<file path="config.mk">
export PLATFORM = sky130hd
export DESIGN_NAME = segment_slot_translation_manager
export DESIGN_NICKNAME = d
export VERILOG_FILES = /design/src/hdl/sstm_pkg.sv /design/src/hdl/sstm_records.sv /design/src/hdl/sstm_slots.sv /design/src/hdl/segment_slot_translation_manager.sv
export SDC_FILE = /design/constraint.sdc
export NUM_CORES = 1
export LEC_CHECK = 0
export ABC_AREA = 1
export ABC_CLOCK_PERIOD_IN_PS = 7990
export BUFFER_PORTS_ARGS = -buffer_cell sky130_fd_sc_hd__buf_2
export CORE_MARGIN = 2
export CORE_UTILIZATION = 49
export DETAILED_ROUTE_END_ITERATION = 16
export PLACE_DENSITY_LB_ADDON = 0.05
export REMOVE_ABC_BUFFERS = 1
export SYNTH_ARGS = -nofsm -noshare
export SYNTH_HDL_FRONTEND = slang
export SYNTH_SLANG_ARGS = --single-unit
</file>
<file path="constraint.sdc">
create_clock -name clk -period 7.99 [get_ports clk]
set_clock_uncertainty 0.15 [all_clocks]
set_input_delay 0.3995 -clock clk [delete_from_list [all_inputs] [get_ports clk]]
set_output_delay 0.3995 -clock clk [all_outputs]
set_load 0.01 [all_outputs]
</file>
<file path="src/hdl/sstm_pkg.sv">
package sstm_pkg;

  localparam int RECORDS_DEF = 15;
  localparam int SLOTS_DEF   = 8;

  localparam int SEG_W  = 12;
  localparam int DESC_W = 32;
  localparam int STAT_W = 3;

  localparam logic [SEG_W-1:0] SEG_RESERVED = 12'h800;
  localparam logic [SEG_W-1:0] SEG_ZERO     = 12'h000;

  // result status codes
  localparam logic [STAT_W-1:0] ST_RESIDENT   = 3'd0;
  localparam logic [STAT_W-1:0] ST_RELOADED   = 3'd1;
  localparam logic [STAT_W-1:0] ST_NOT_FOUND  = 3'd2;
  localparam logic [STAT_W-1:0] ST_REGISTERED = 3'd3;
  localparam logic [STAT_W-1:0] ST_SKIPPED    = 3'd4;
  localparam logic [STAT_W-1:0] ST_FULL       = 3'd5;

  // transaction kinds
  localparam logic KIND_REGISTER = 1'b0;
  localparam logic KIND_RELOAD   = 1'b1;

  // first-level entry types
  localparam logic [1:0] ET_INVALID = 2'd0;
  localparam logic [1:0] ET_COARSE  = 2'd1;
  localparam logic [1:0] ET_SECTION = 2'd2;
  localparam logic [1:0] ET_FINE    = 2'd3;

  localparam logic [31:0] MASK_COARSE  = 32'hFFFF_FC00;
  localparam logic [31:0] MASK_SECTION = 32'hFFF0_0000;
  localparam logic [31:0] MASK_FINE    = 32'hFFFF_F000;
  localparam logic [31:0] DESC_BIT4    = 32'h0000_0010;

  function automatic logic [DESC_W-1:0] pack_desc(
    input logic [1:0]  etype,
    input logic [31:0] addr,
    input logic [3:0]  dom,
    input logic [1:0]  ap,
    input logic        c,
    input logic        b
  );
    logic [DESC_W-1:0] d;
    d = '0;
    case (etype)
      ET_COARSE: begin
        d = (addr & MASK_COARSE) | {23'd0, dom, 5'd0} | DESC_BIT4 | 32'd1;
      end
      ET_SECTION: begin
        d = (addr & MASK_SECTION) | {20'd0, ap, 10'd0} | {23'd0, dom, 5'd0}
          | DESC_BIT4 | {28'd0, c, b, 2'd0} | 32'd2;
      end
      ET_FINE: begin
        d = (addr & MASK_FINE) | {23'd0, dom, 5'd0} | DESC_BIT4 | 32'd3;
      end
      default: begin
        d = '0;
      end
    endcase
    return d;
  endfunction

endpackage

</file>
<file path="src/hdl/sstm_records.sv">
module sstm_records #(
  parameter int RECORDS = sstm_pkg::RECORDS_DEF,
  parameter int RW      = 4
) (
  input  logic                      clk,
  input  logic                      rst,
  input  logic [RW-1:0]             rd_addr,
  output logic                      rd_valid,
  output logic [sstm_pkg::SEG_W-1:0]  rd_seg,
  output logic [sstm_pkg::DESC_W-1:0] rd_desc,
  input  logic                      wr_en,
  input  logic [RW-1:0]             wr_addr,
  input  logic [sstm_pkg::SEG_W-1:0]  wr_seg,
  input  logic [sstm_pkg::DESC_W-1:0] wr_desc
);
  import sstm_pkg::*;

  logic [SEG_W-1:0]  seg_mem  [RECORDS];
  logic [DESC_W-1:0] desc_mem [RECORDS];
  logic [RECORDS-1:0] valid;

  // occupancy bits: cleared by reset, an empty record reads as not valid
  always_ff @(posedge clk) begin
    if (rst) begin
      valid    <= '0;
      rd_valid <= 1'b0;
    end else begin
      if (wr_en) begin
        valid[wr_addr] <= 1'b1;
      end
      rd_valid <= valid[rd_addr];
    end
  end

  always_ff @(posedge clk) begin
    if (wr_en) begin
      seg_mem[wr_addr]  <= wr_seg;
      desc_mem[wr_addr] <= wr_desc;
    end
    rd_seg  <= seg_mem[rd_addr];
    rd_desc <= desc_mem[rd_addr];
  end

endmodule

</file>
<file path="src/hdl/sstm_slots.sv">
module sstm_slots #(
  parameter int SLOTS = sstm_pkg::SLOTS_DEF,
  parameter int SW    = 3
) (
  input  logic                     clk,
  input  logic                     rst,
  input  logic [SW-1:0]            rd_idx,
  output logic [sstm_pkg::SEG_W-1:0] rd_seg,
  input  logic                     take,
  input  logic [sstm_pkg::SEG_W-1:0] take_seg,
  output logic [SW-1:0]            ptr
);
  import sstm_pkg::*;

  localparam logic [SW-1:0] LAST  = SW'(SLOTS - 1);
  localparam logic [SW-1:0] FIRST = SW'(1);

  logic [SEG_W-1:0] loc [SLOTS];
  logic [SW-1:0]    ptr_next;

  assign rd_seg   = loc[rd_idx];
  assign ptr_next = (ptr == LAST) ? FIRST : ptr + FIRST;

  always_ff @(posedge clk) begin
    if (rst) begin
      for (int i = 0; i < SLOTS; i++) begin
        loc[i] <= '0;
      end
      ptr <= FIRST;
    end else if (take) begin
      loc[ptr] <= take_seg;
      ptr      <= ptr_next;
    end
  end

endmodule

</file>
<file path="src/hdl/segment_slot_translation_manager.sv">
// A register transaction for segment 0 or the reserved segment skips both scans; any other
//   register scans the records, and a reload checks the slots and, if not resident, the records.
// Throughput: one transaction at a time; the single segment comparator walks slots 1..SLOTS-1
//   one per cycle, then the record store one entry per cycle through its read port. The next
//   transaction is taken the cycle after the result is loaded.
// Reset (rst, synchronous, active high): records empty, all slots hold segment 0,
//   slot pointer 1, no result pending. Record descriptors are not cleared.
module segment_slot_translation_manager #(
  parameter int RECORDS = sstm_pkg::RECORDS_DEF,
  parameter int SLOTS   = sstm_pkg::SLOTS_DEF
) (
  input  logic        clk,
  input  logic        rst,
  // input transaction
  input  logic        s_axis_tvalid,
  output logic        s_axis_tready,
  // [11:0] segment, [13:12] entry_type, [45:14] target_address, [49:46] domain,
  // [51:50] access_perm, [52] cacheable, [53] bufferable, [55:54] zero
  input  logic [55:0] s_axis_tdata,
  // [0] kind
  input  logic        s_axis_tuser,
  // result transaction
  output logic        m_axis_tvalid,
  input  logic        m_axis_tready,
  // [2:0] slot, [3] slot_written, [35:4] descriptor, [36] descriptor_valid, [39:37] zero
  output logic [39:0] m_axis_tdata,
  // [2:0] status
  output logic [2:0]  m_axis_tuser
);
  import sstm_pkg::*;

  localparam int RW = (RECORDS > 1) ? $clog2(RECORDS) : 1;
  localparam int SW = $clog2(SLOTS);

  localparam logic [RW-1:0] REC_LAST  = RW'(RECORDS - 1);
  localparam logic [SW-1:0] SLOT_LAST = SW'(SLOTS - 1);
  localparam logic [SW-1:0] SLOT_ONE  = SW'(1);

  // sequencer states
  localparam logic [1:0] S_IDLE = 2'd0;
  localparam logic [1:0] S_SLOT = 2'd1;  // resident check over slots
  localparam logic [1:0] S_REC  = 2'd2;  // record scan, compare in the cycle after each read
  localparam logic [1:0] S_DONE = 2'd3;  // hand result to output register

  logic [1:0]        state;
  logic              kind;
  logic [SEG_W-1:0]  seg;
  logic [DESC_W-1:0] desc;
  logic [SW-1:0]     sidx;
  logic [RW-1:0]     rec_idx;
  logic [RW-1:0]     cmp_idx;
  logic              rd_pend;

  logic [STAT_W-1:0] res_status;
  logic [2:0]        res_slot;
  logic              res_written;
  logic [DESC_W-1:0] res_desc;
  logic              res_dvalid;

  // unpacked input fields
  logic [SEG_W-1:0] in_seg;
  logic [1:0]       in_etype;
  logic [31:0]      in_addr;
  logic [3:0]       in_dom;
  logic [1:0]       in_ap;
  logic             in_c;
  logic             in_b;

  assign in_seg   = s_axis_tdata[11:0];
  assign in_etype = s_axis_tdata[13:12];
  assign in_addr  = s_axis_tdata[45:14];
  assign in_dom   = s_axis_tdata[49:46];
  assign in_ap    = s_axis_tdata[51:50];
  assign in_c     = s_axis_tdata[52];
  assign in_b     = s_axis_tdata[53];

  // record store
  logic              rec_valid;
  logic [SEG_W-1:0]  rec_seg;
  logic [DESC_W-1:0] rec_desc;
  logic              rec_wr;

  sstm_records #(
    .RECORDS (RECORDS),
    .RW      (RW)
  ) u_records (
    .clk      (clk),
    .rst      (rst),
    .rd_addr  (rec_idx),
    .rd_valid (rec_valid),
    .rd_seg   (rec_seg),
    .rd_desc  (rec_desc),
    .wr_en    (rec_wr),
    .wr_addr  (cmp_idx),
    .wr_seg   (seg),
    .wr_desc  (desc)
  );

  // slot table and round-robin pointer
  logic [SEG_W-1:0] slot_seg;
  logic [SW-1:0]    slot_ptr;
  logic             slot_take;

  sstm_slots #(
    .SLOTS (SLOTS),
    .SW    (SW)
  ) u_slots (
    .clk      (clk),
    .rst      (rst),
    .rd_idx   (sidx),
    .rd_seg   (slot_seg),
    .take     (slot_take),
    .take_seg (seg),
    .ptr      (slot_ptr)
  );

  // the one shared comparator: slot entry while checking residency, record otherwise
  logic [SEG_W-1:0] cmp_a;
  logic             seg_eq;
  assign cmp_a  = (state == S_SLOT) ? slot_seg : rec_seg;
  assign seg_eq = (cmp_a == seg);

  // register claims the first empty or matching record; reload needs a live match
  logic rec_hit;
  assign rec_hit = (kind == KIND_REGISTER) ? (!rec_valid || seg_eq) : (rec_valid && seg_eq);

  logic scan_hit;
  assign scan_hit = (state == S_REC) && rd_pend && rec_hit;
  assign rec_wr    = scan_hit && (kind == KIND_REGISTER);
  assign slot_take = scan_hit;

  // slot number reported on the 3-bit field
  logic [15:0] ptr_ext;
  assign ptr_ext = 16'(slot_ptr);

  logic out_free;
  assign out_free      = !m_axis_tvalid || m_axis_tready;
  assign s_axis_tready = (state == S_IDLE) && !rst;

  always_ff @(posedge clk) begin
    if (rst) begin
      state   <= S_IDLE;
      rd_pend <= 1'b0;
    end else begin
      case (state)
        S_IDLE: begin
          rd_pend <= 1'b0;
          if (s_axis_tvalid) begin
            if (s_axis_tuser == KIND_RELOAD) begin
              state <= S_SLOT;
            end else if (in_seg == SEG_ZERO || in_seg == SEG_RESERVED) begin
              state <= S_DONE;
            end else begin
              state <= S_REC;
            end
          end
        end
        S_SLOT: begin
          if (seg_eq) begin
            state <= S_DONE;
          end else if (sidx == SLOT_LAST) begin
            state   <= S_REC;
            rd_pend <= 1'b0;
          end
        end
        S_REC: begin
          if (rd_pend && (rec_hit || cmp_idx == REC_LAST)) begin
            state   <= S_DONE;
            rd_pend <= 1'b0;
          end else begin
            rd_pend <= 1'b1;
          end
        end
        S_DONE: begin
          if (out_free) begin
            state <= S_IDLE;
          end
        end
        default: begin
          state <= S_IDLE;
        end
      endcase
    end
  end

  // datapath: latched transaction, scan counters, result
  always_ff @(posedge clk) begin
    case (state)
      S_IDLE: begin
        kind    <= s_axis_tuser;
        seg     <= in_seg;
        desc    <= pack_desc(in_etype, in_addr, in_dom, in_ap, in_c, in_b);
        sidx    <= SLOT_ONE;
        rec_idx <= '0;
        // reserved-segment outcome, overwritten by any scan
        res_status  <= ST_SKIPPED;
        res_slot    <= '0;
        res_written <= 1'b0;
        res_desc    <= pack_desc(in_etype, in_addr, in_dom, in_ap, in_c, in_b);
        res_dvalid  <= 1'b1;
      end
      S_SLOT: begin
        if (seg_eq) begin
          res_status  <= ST_RESIDENT;
          res_slot    <= '0;
          res_written <= 1'b0;
          res_desc    <= '0;
          res_dvalid  <= 1'b0;
        end else if (sidx != SLOT_LAST) begin
          sidx <= sidx + SLOT_ONE;
        end
      end
      S_REC: begin
        cmp_idx <= rec_idx;
        if (rec_idx != REC_LAST) begin
          rec_idx <= rec_idx + RW'(1);
        end
        if (rd_pend) begin
          if (rec_hit) begin
            res_slot    <= ptr_ext[2:0];
            res_written <= 1'b1;
            res_dvalid  <= 1'b1;
            if (kind == KIND_REGISTER) begin
              res_status <= ST_REGISTERED;
              res_desc   <= desc;
            end else begin
              res_status <= ST_RELOADED;
              res_desc   <= rec_desc;
            end
          end else if (cmp_idx == REC_LAST) begin
            res_slot    <= '0;
            res_written <= 1'b0;
            if (kind == KIND_REGISTER) begin
              res_status <= ST_FULL;
              res_desc   <= desc;
              res_dvalid <= 1'b1;
            end else begin
              res_status <= ST_NOT_FOUND;
              res_desc   <= '0;
              res_dvalid <= 1'b0;
            end
          end
        end
      end
      default: begin
      end
    endcase
  end

  // output register
  always_ff @(posedge clk) begin
    if (rst) begin
      m_axis_tvalid <= 1'b0;
    end else if (state == S_DONE && out_free) begin
      m_axis_tvalid <= 1'b1;
    end else if (m_axis_tready) begin
      m_axis_tvalid <= 1'b0;
    end
  end

  always_ff @(posedge clk) begin
    if (state == S_DONE && out_free) begin
      m_axis_tdata <= {3'b000, res_dvalid, res_desc, res_written, res_slot};
      m_axis_tuser <= res_status;
    end
  end

  // checks
  a_ptr_range: assert property (@(posedge clk) disable iff (rst)
    slot_ptr != '0 && slot_ptr <= SLOT_LAST)
    else $error("slot pointer out of range");

  a_one_at_a_time: assert property (@(posedge clk) disable iff (rst)
    s_axis_tvalid && s_axis_tready |=> !s_axis_tready)
    else $error("second transaction taken while busy");

  a_registered_fields: assert property (@(posedge clk) disable iff (rst)
    m_axis_tvalid && m_axis_tuser == ST_REGISTERED |-> m_axis_tdata[3] && m_axis_tdata[36])
    else $error("registered result without slot or descriptor write");

  a_resident_quiet: assert property (@(posedge clk) disable iff (rst)
    m_axis_tvalid && (m_axis_tuser == ST_RESIDENT || m_axis_tuser == ST_NOT_FOUND)
    |-> !m_axis_tdata[3] && !m_axis_tdata[36])
    else $error("reload without change reports a write");

  a_take_in_scan: assert property (@(posedge clk) disable iff (rst)
    slot_take |-> state == S_REC && rd_pend)
    else $error("slot taken outside record scan");

endmodule

</file>
After elaboration in Yosys (flattened, before gate mapping). Memory sizes are Yosys's and may differ from the RTL's. A register that Yosys moved wholly into a read port is not among the register bits. Cells that the tools add are included.

Bits in registers: 159. RAM bits: 756. Bits of input ports: 61. Output and inout port bits: 45. Word-level logic and storage cells: 152. Memories kept: 3.

Add/subtract/negate cells: 3. Magnitude comparators: 3. Eq/ne operators: 24. Muxes and demuxes: 66. Bitwise gates (word level): 7. Reductions and logical operators: 27.

Memory list: u_records.desc_mem (words 15, width 32, read ports 1, clocked after memory_dff 1, write ports 1, line sstm_records.sv:19) `logic [DESC_W-1:0] desc_mem [RECORDS];`; u_records.seg_mem (words 15, width 12, read ports 1, clocked after memory_dff 1, write ports 1, line sstm_records.sv:18) `logic [SEG_W-1:0] seg_mem [RECORDS];`; u_slots.loc (words 8, width 12, read ports 1, clocked after memory_dff 1, write ports 8, line sstm_slots.sv:18) `logic [SEG_W-1:0] loc [SLOTS];`.

Operator list (count): $mux W32 (6); $pmux W32 S3 (2); $or A32 B9 Y32 (3); $mux W3 (13); $or A32 B12 Y32 (1); $or A32 B4 Y32 (1); $mux W1 (25); $mux W12 (2); $pmux W3 S3 (2); $or A15 B15 Y15 (1); $mux W2 (7); $eq A12 B12 Y1 (1); $eq A12 B12 Y1 const B (1); $logic_not A12 Y1 (1); $reduce_or A12 Y1 (1); $lt A4 B5 Y1 const B (2); $ne A2 B2 Y1 const B (5); $pmux W1 S3 (3); $eq A2 B2 Y1 const B (4); $logic_and A1 B1 Y1 (8); $ne A2 B1 Y1 const B (4); $pmux W2 S4 (1); $pmux W4 S2 (1); $reduce_and A4 Y1 (2); other kinds (21) (33).

Longest topological paths before layout.
Word-level depth: 11. Gate-level depth with buffers: 22. Gate-level depth less buffers: 20.

Hierarchy. Synthesis repeated with hierarchy kept, for this count alone.

Cells, all modules: 3386. Area, all modules: 38838.5 um^2.

Modules (own cells, without submodules): sstm_records (times used 1, cells an instance 2177, area an instance 27771.6 um^2, sequential area each 21020.2 um^2); segment_slot_translation_manager (times used 1, cells an instance 634, area an instance 6212.2 um^2, sequential area each 4134.0 um^2); sstm_slots (times used 1, cells an instance 575, area an instance 4854.7 um^2, sequential area each 2942.8 um^2).

Worst setup path after synthesis. OpenSTA, ideal clock, no wires.

Path type: flip-flop to flip-flop. Start point: register state[1]. End point: register res_desc[0], enable pin. Setup time: 494 ps. Arrival: 4610 ps. Data required time: 7346 ps. Slack: 2735 ps. Cell stages (with the launch flop): 15. Path buffers: 1. Clock period less this slack: 5255 ps. Cells stage by stage: dfxtp_1 -> inv_1 -> ha_1 -> inv_1 -> clkbuf_1 -> nand2_1 -> nand2_1 -> nand2_1 -> nand2_1 -> nand2_1 -> nor2_2 -> nand4_1 -> nand3_1 -> nand2_1 -> a211oi_1.

Word-level cells in the longest chain between the ends: 7. Elaborated cells on any way between the ends: 13. Classes of those cells: eq/ne: 6; mux: 2; reduce/logical: 5.

RTL lines: start, declared (line segment_slot_translation_manager.sv:45) `logic [1:0] state;`; start signal, assigned (line segment_slot_translation_manager.sv:142) `state <= S_IDLE;`; start signal, assigned (line segment_slot_translation_manager.sv:150) `state <= S_SLOT;`; start signal, assigned (line segment_slot_translation_manager.sv:152) `state <= S_DONE;`; $eq A2 B1 Y1 (line segment_slot_translation_manager.sv:120, segment_slot_translation_manager.sv:188); $mux W12 (line segment_slot_translation_manager.sv:120) `assign cmp_a = (state == S_SLOT) ? slot_seg : rec_seg;`; $eq A12 B12 Y1 (line segment_slot_translation_manager.sv:121) `assign seg_eq = (cmp_a == seg);`; $logic_or A1 B1 Y1 or $logic_and A1 B1 Y1 (tied branches) (line segment_slot_translation_manager.sv:125) `assign rec_hit = (kind == KIND_REGISTER) ? (!rec_valid || seg_eq) : (rec_valid && seg_eq);`; $mux W1 (line segment_slot_translation_manager.sv:125); $ne A3 B2 Y1 (no source line); $reduce_and A4 Y1 (no source line) (*); end signal, assigned (line segment_slot_translation_manager.sv:199) `res_desc <= pack_desc(in_etype, in_addr, in_dom, in_ap, in_c, in_b);`; end signal, assigned (line segment_slot_translation_manager.sv:225) `res_desc <= desc;`; end signal, assigned (line segment_slot_translation_manager.sv:228) `res_desc <= rec_desc;`; end, declared (line segment_slot_translation_manager.sv:57) `logic [DESC_W-1:0] res_desc;`.

Mark *: on every way between the ends. The rest lies on a longest branch, timed or not. A chain may end at the register's enable or synchronous reset.

==> run summary <==
* **outcome** finished clean
* **final net count** 3,046
* **number of buffers on the longest clock path** 3
* **P_leak** 0.0150 uW
* **hold slack** 21.3 ps
* **#FFs+latches synth** 943
* **crit path max-delay cell type** sky130_fd_sc_hd__ha_1
* **most frequent cell after synthesis** sky130_fd_sc_hd__edfxtp_1
* **height of the chip** 278 um
* **cell type with the highest aggregate area in the netlist** sky130_fd_sc_hd__edfxtp_1
* **Clock Pin Slew Worst Setup and Hold Paths** 60 ps
* **routed wire length** 99,900 um
* **Worst Min Path Start** s_axis_tdata[50]
* **total of warnings raised by yosys** 0
* **TritonCTS buffer count** 98
* **top fanout value on the critical path** 24
* **later-pin clock latency in the skew report** 640 ps
* **growth of design area from synthesis to finish** 13.5%
* **number of synthesized flops with an enable pin** 874
* **total power per unit cell area** 351 nW/um^2
* **Required @ worst endpoint** 8180 ps
* **Max H-tree Level** 3
* **port bufs** 89
* **Buffers & Inverters on Critical Path** 5
* **DIE AREA** 77,500 sq um
* **hold worst-path end** desc[10]
* **Hold Crit Depth** 3
* **fillers** 6,092
* **overall track demand over capacity in global routing** 25.7%
* **detailed-route vias per instance** 5.74
* **tightest slew margin relative to the limit** 28.4%
* **number of instances resized during post-cts repair** 0
* **critical path capture point type** register
* **Top delay family on crit path** simple AND/OR/NAND/NOR gates
* **synth cell count leaders** 874 x sky130_fd_sc_hd__edfxtp_1, 496 x sky130_fd_sc_hd__nand2_1, 314 x sky130_fd_sc_hd__nor2_1, 259 x sky130_fd_sc_hd__o21ai_0, 137 x sky130_fd_sc_hd__nand3_1
* **largest stage delay on the critical path** 820 ps
* **number of nets still failing antenna checks after routing** 0
* **routed via count** 23,100
* **critical register-to-register path endpoint** u_slots.loc[1][3]
* **final-report max-slew violation count** 0
* **global placer's final weighted congestion** 0.920
* **depth of the most critical reg-to-reg path** 18
* **setup slack of the worst register-to-register path** 2480 ps
* **kind of start point of the critical path** register
* **count of standard-cell rows** 100
* **starting density of the core** 49.5%
* **WL per Instance** 24.8 um
* **post-route DRC violation count** 0
* **number of search-and-repair iterations in the first detailed-routing pass** 6
* **Post-Synthesis Cell Area** 36,900 sq um
* **die boundary width** 278 um
* **maximum number of pins on one net before global-route repair** 136
* **clock root cell** sky130_fd_sc_hd__clkbuf_16
* **worst r2r src** state[1]
* **kind of critical path** reg -> reg
* **area share of the leading cell type in the synthesized netlist** 71.2%
* **sequential share of the synthesized area** 74.9%
* **antenna violations before repair** 0
* **commonest register cell after synthesis** sky130_fd_sc_hd__edfxtp_1
* **postcts setup bufs** 0
* **ordered cell list for the critical path** inv_1 -> ha_1 -> inv_1 -> nand2_1 -> nand2_1 -> nand2_1 -> nand2_1 -> inv_1 -> nand2_1 -> nor2_2 -> nand3_2 -> nand2_2 -> nand2_4 -> nor2_8 -> nand3_2 -> buf_4 -> o21ai_0 -> buf_4
* **main area contributors after synthesis** sky130_fd_sc_hd__edfxtp_1 71%, sky130_fd_sc_hd__nand2_1 5.0%, sky130_fd_sc_hd__dfxtp_1 3.7%, sky130_fd_sc_hd__o21ai_0 3.5%, sky130_fd_sc_hd__nor2_1 3.2%
* **dominant cell type by count on the critical path** sky130_fd_sc_hd__nand2_1
* **vias in the first global route** 22,800
* **post-route clock period utilization** 69.0%
* **synthesized area per cell** 12.9 sq um
* **top achievable clock speed** 181 MHz
* **# diodes** 0
* **IO Pins** 106
* **HPWL reported at the end of detailed placement** 51,800 um
* **Post-Route Utilization** 56.2%
* **worst ir drop on vdd** 0.000289 V
* **Iter 0 DRT Violations** 2,003
* **remaining global-route overflow** 0
* **slew at the pin with the worst max-slew slack** 1070 ps
* **first-pass GRT wire length** 147,000 um
* **number of hold violations in the final report** 0
* **overall power of the completed layout** 14,700 uW
* **cell count after synthesis** 2,864
* **signal arrival time at the worst endpoint** 5710 ps
* **core outline area** 74,400 sq um
* **min Tclk post-route** 5510 ps
* **number of maximum-capacitance constraint violations** 0
* **number of endpoints failing setup at the final stage** 0
* **kind of path behind the tightest hold check** in -> reg
* **sink count of the clock tree** 943
* **CTS hold repair buffers** 44
* **Async S/R FF share, synth** 0%
* **share of final-layout standard cells stronger than drive strength 1** 11.8%
* **RSZ-0062 raised after global routing** no
* **clock tree from TritonCTS** yes
* **number of distinct library cell variants in the gate-level netlist after synthesis** 41
-- worst max-delay path by stage --
stage | start | endpoint | slack, ps | cells past startpoint
after floorplan | rec_idx[1] | u_records.rd_desc[2] | -1440 | 6
after global placement | state[1] | u_slots.loc[1][2] | 2440 | 18
after detailed placement | state[1] | u_slots.loc[1][3] | 2400 | 18
after CTS | state[1] | u_slots.loc[1][1] | 2390 | 18
after global routing | state[1] | u_slots.loc[7][6] | 2070 | 18
final | state[1] | u_slots.loc[1][3] | 2480 | 18
-- worst register-to-register path: cells and delay by family (launching register included) --
| kind | cells | cell delay, ps |
|---|---|---|
| AOI/OAI and AO/OA | 1 | 580 |
| adders and majority gates | 1 | 820 |
| buffers and inverters | 5 | 1390 |
| DFF | 1 | 330 |
| and+or+nand+nor | 11 | 1960 |
-- metrics by stage --
stage | TNS (ps) | setup slack (ps) | cell area [sq um] | instances
finish | 0 | 2480 | 41800 | 4028
global route | 0 | 2070 | 41800 | 4028
CTS | 0 | 2390 | 41800 | 4028
detailed placement | 0 | 2400 | 38200 | 3800
global placement | 0 | 2440 | 38200 | 3800
floorplan | -53980 | -1440 | 36100 | 2693
-- placed cells by master, fill, tap and decap left out, types with 44 or more instances in the layout --
| cell | synthesis | final |
|---|---|---|
| sky130_fd_sc_hd__a21oi_1 | 52 | 51 |
| sky130_fd_sc_hd__a221oi_1 | 105 | 105 |
| sky130_fd_sc_hd__a22oi_1 | 60 | 60 |
| sky130_fd_sc_hd__buf_2 | 13 | 89 |
| sky130_fd_sc_hd__buf_4 | 11 | 48 |
| sky130_fd_sc_hd__clkbuf_16 | 0 | 101 |
| sky130_fd_sc_hd__dfxtp_1 | 69 | 69 |
| sky130_fd_sc_hd__dlygate4sd3_1 | 0 | 44 |
| sky130_fd_sc_hd__edfxtp_1 | 874 | 874 |
| sky130_fd_sc_hd__inv_1 | 134 | 115 |
| sky130_fd_sc_hd__nand2_1 | 496 | 495 |
| sky130_fd_sc_hd__nand3_1 | 137 | 137 |
| sky130_fd_sc_hd__nor2_1 | 314 | 311 |
| sky130_fd_sc_hd__nor3_1 | 54 | 54 |
| sky130_fd_sc_hd__o21ai_0 | 259 | 259 |
-- routing by layer --
metal  vias up  GRT usage, %  wire (um)
met1     11700          34.7      42600
met2       724          44.0      49800
met5         -             0          0
met4         0          8.12       2620
met3       144          2.75       4850
li1      10600             -          -
-- flip-flops by register name, summed over array words and instances (netlist names), 4 cells and up, named ones only --
register	flops
cmp_idx	4
desc	31
m_axis_tdata	36
rec_idx	4
res_desc	31
seg	12
u_records.desc_mem	465
u_records.rd_desc	31
u_records.rd_seg	12
u_records.seg_mem	180
u_records.valid	15
u_slots.loc	96
-- final cells by class --
class,count,area (sq um),share of cell area [%]
clock buffer,132,2750,6.58
clock inverter,52,433,1.03
inverter,155,594,1.42
multi-input combinational,1595,7960,19.0
sequential,943,27600,66.0
tap,969,1210,2.90
timing repair buffer,182,1270,3.03
-- power breakdown --
part / switching [uW] / internal [uW] / leakage [uW] / total [uW]
clock: 1890 / 2610 / 0.00157 / 4500
combinational: 2550 / 922 / 0.00471 / 3470
sequential: 438 / 6290 / 0.00870 / 6720
total: 4880 / 9820 / 0.0150 / 14700
-- cell families (layout without fill, tap and decap cells) --
logic type,after synthesis,after routing,share of synthesized area [%]
and+or+nand+nor,1054,1054,12.0
buffers and inverters,329,521,3.70
xor gates and xnor gates,1,1,0.0238
adders and majority gates,10,10,0.339
DFF,943,943,74.9
other,1,4,0.0102
AOI/OAI and AO/OA,526,526,8.97
(Power assumes the default switching activity.)
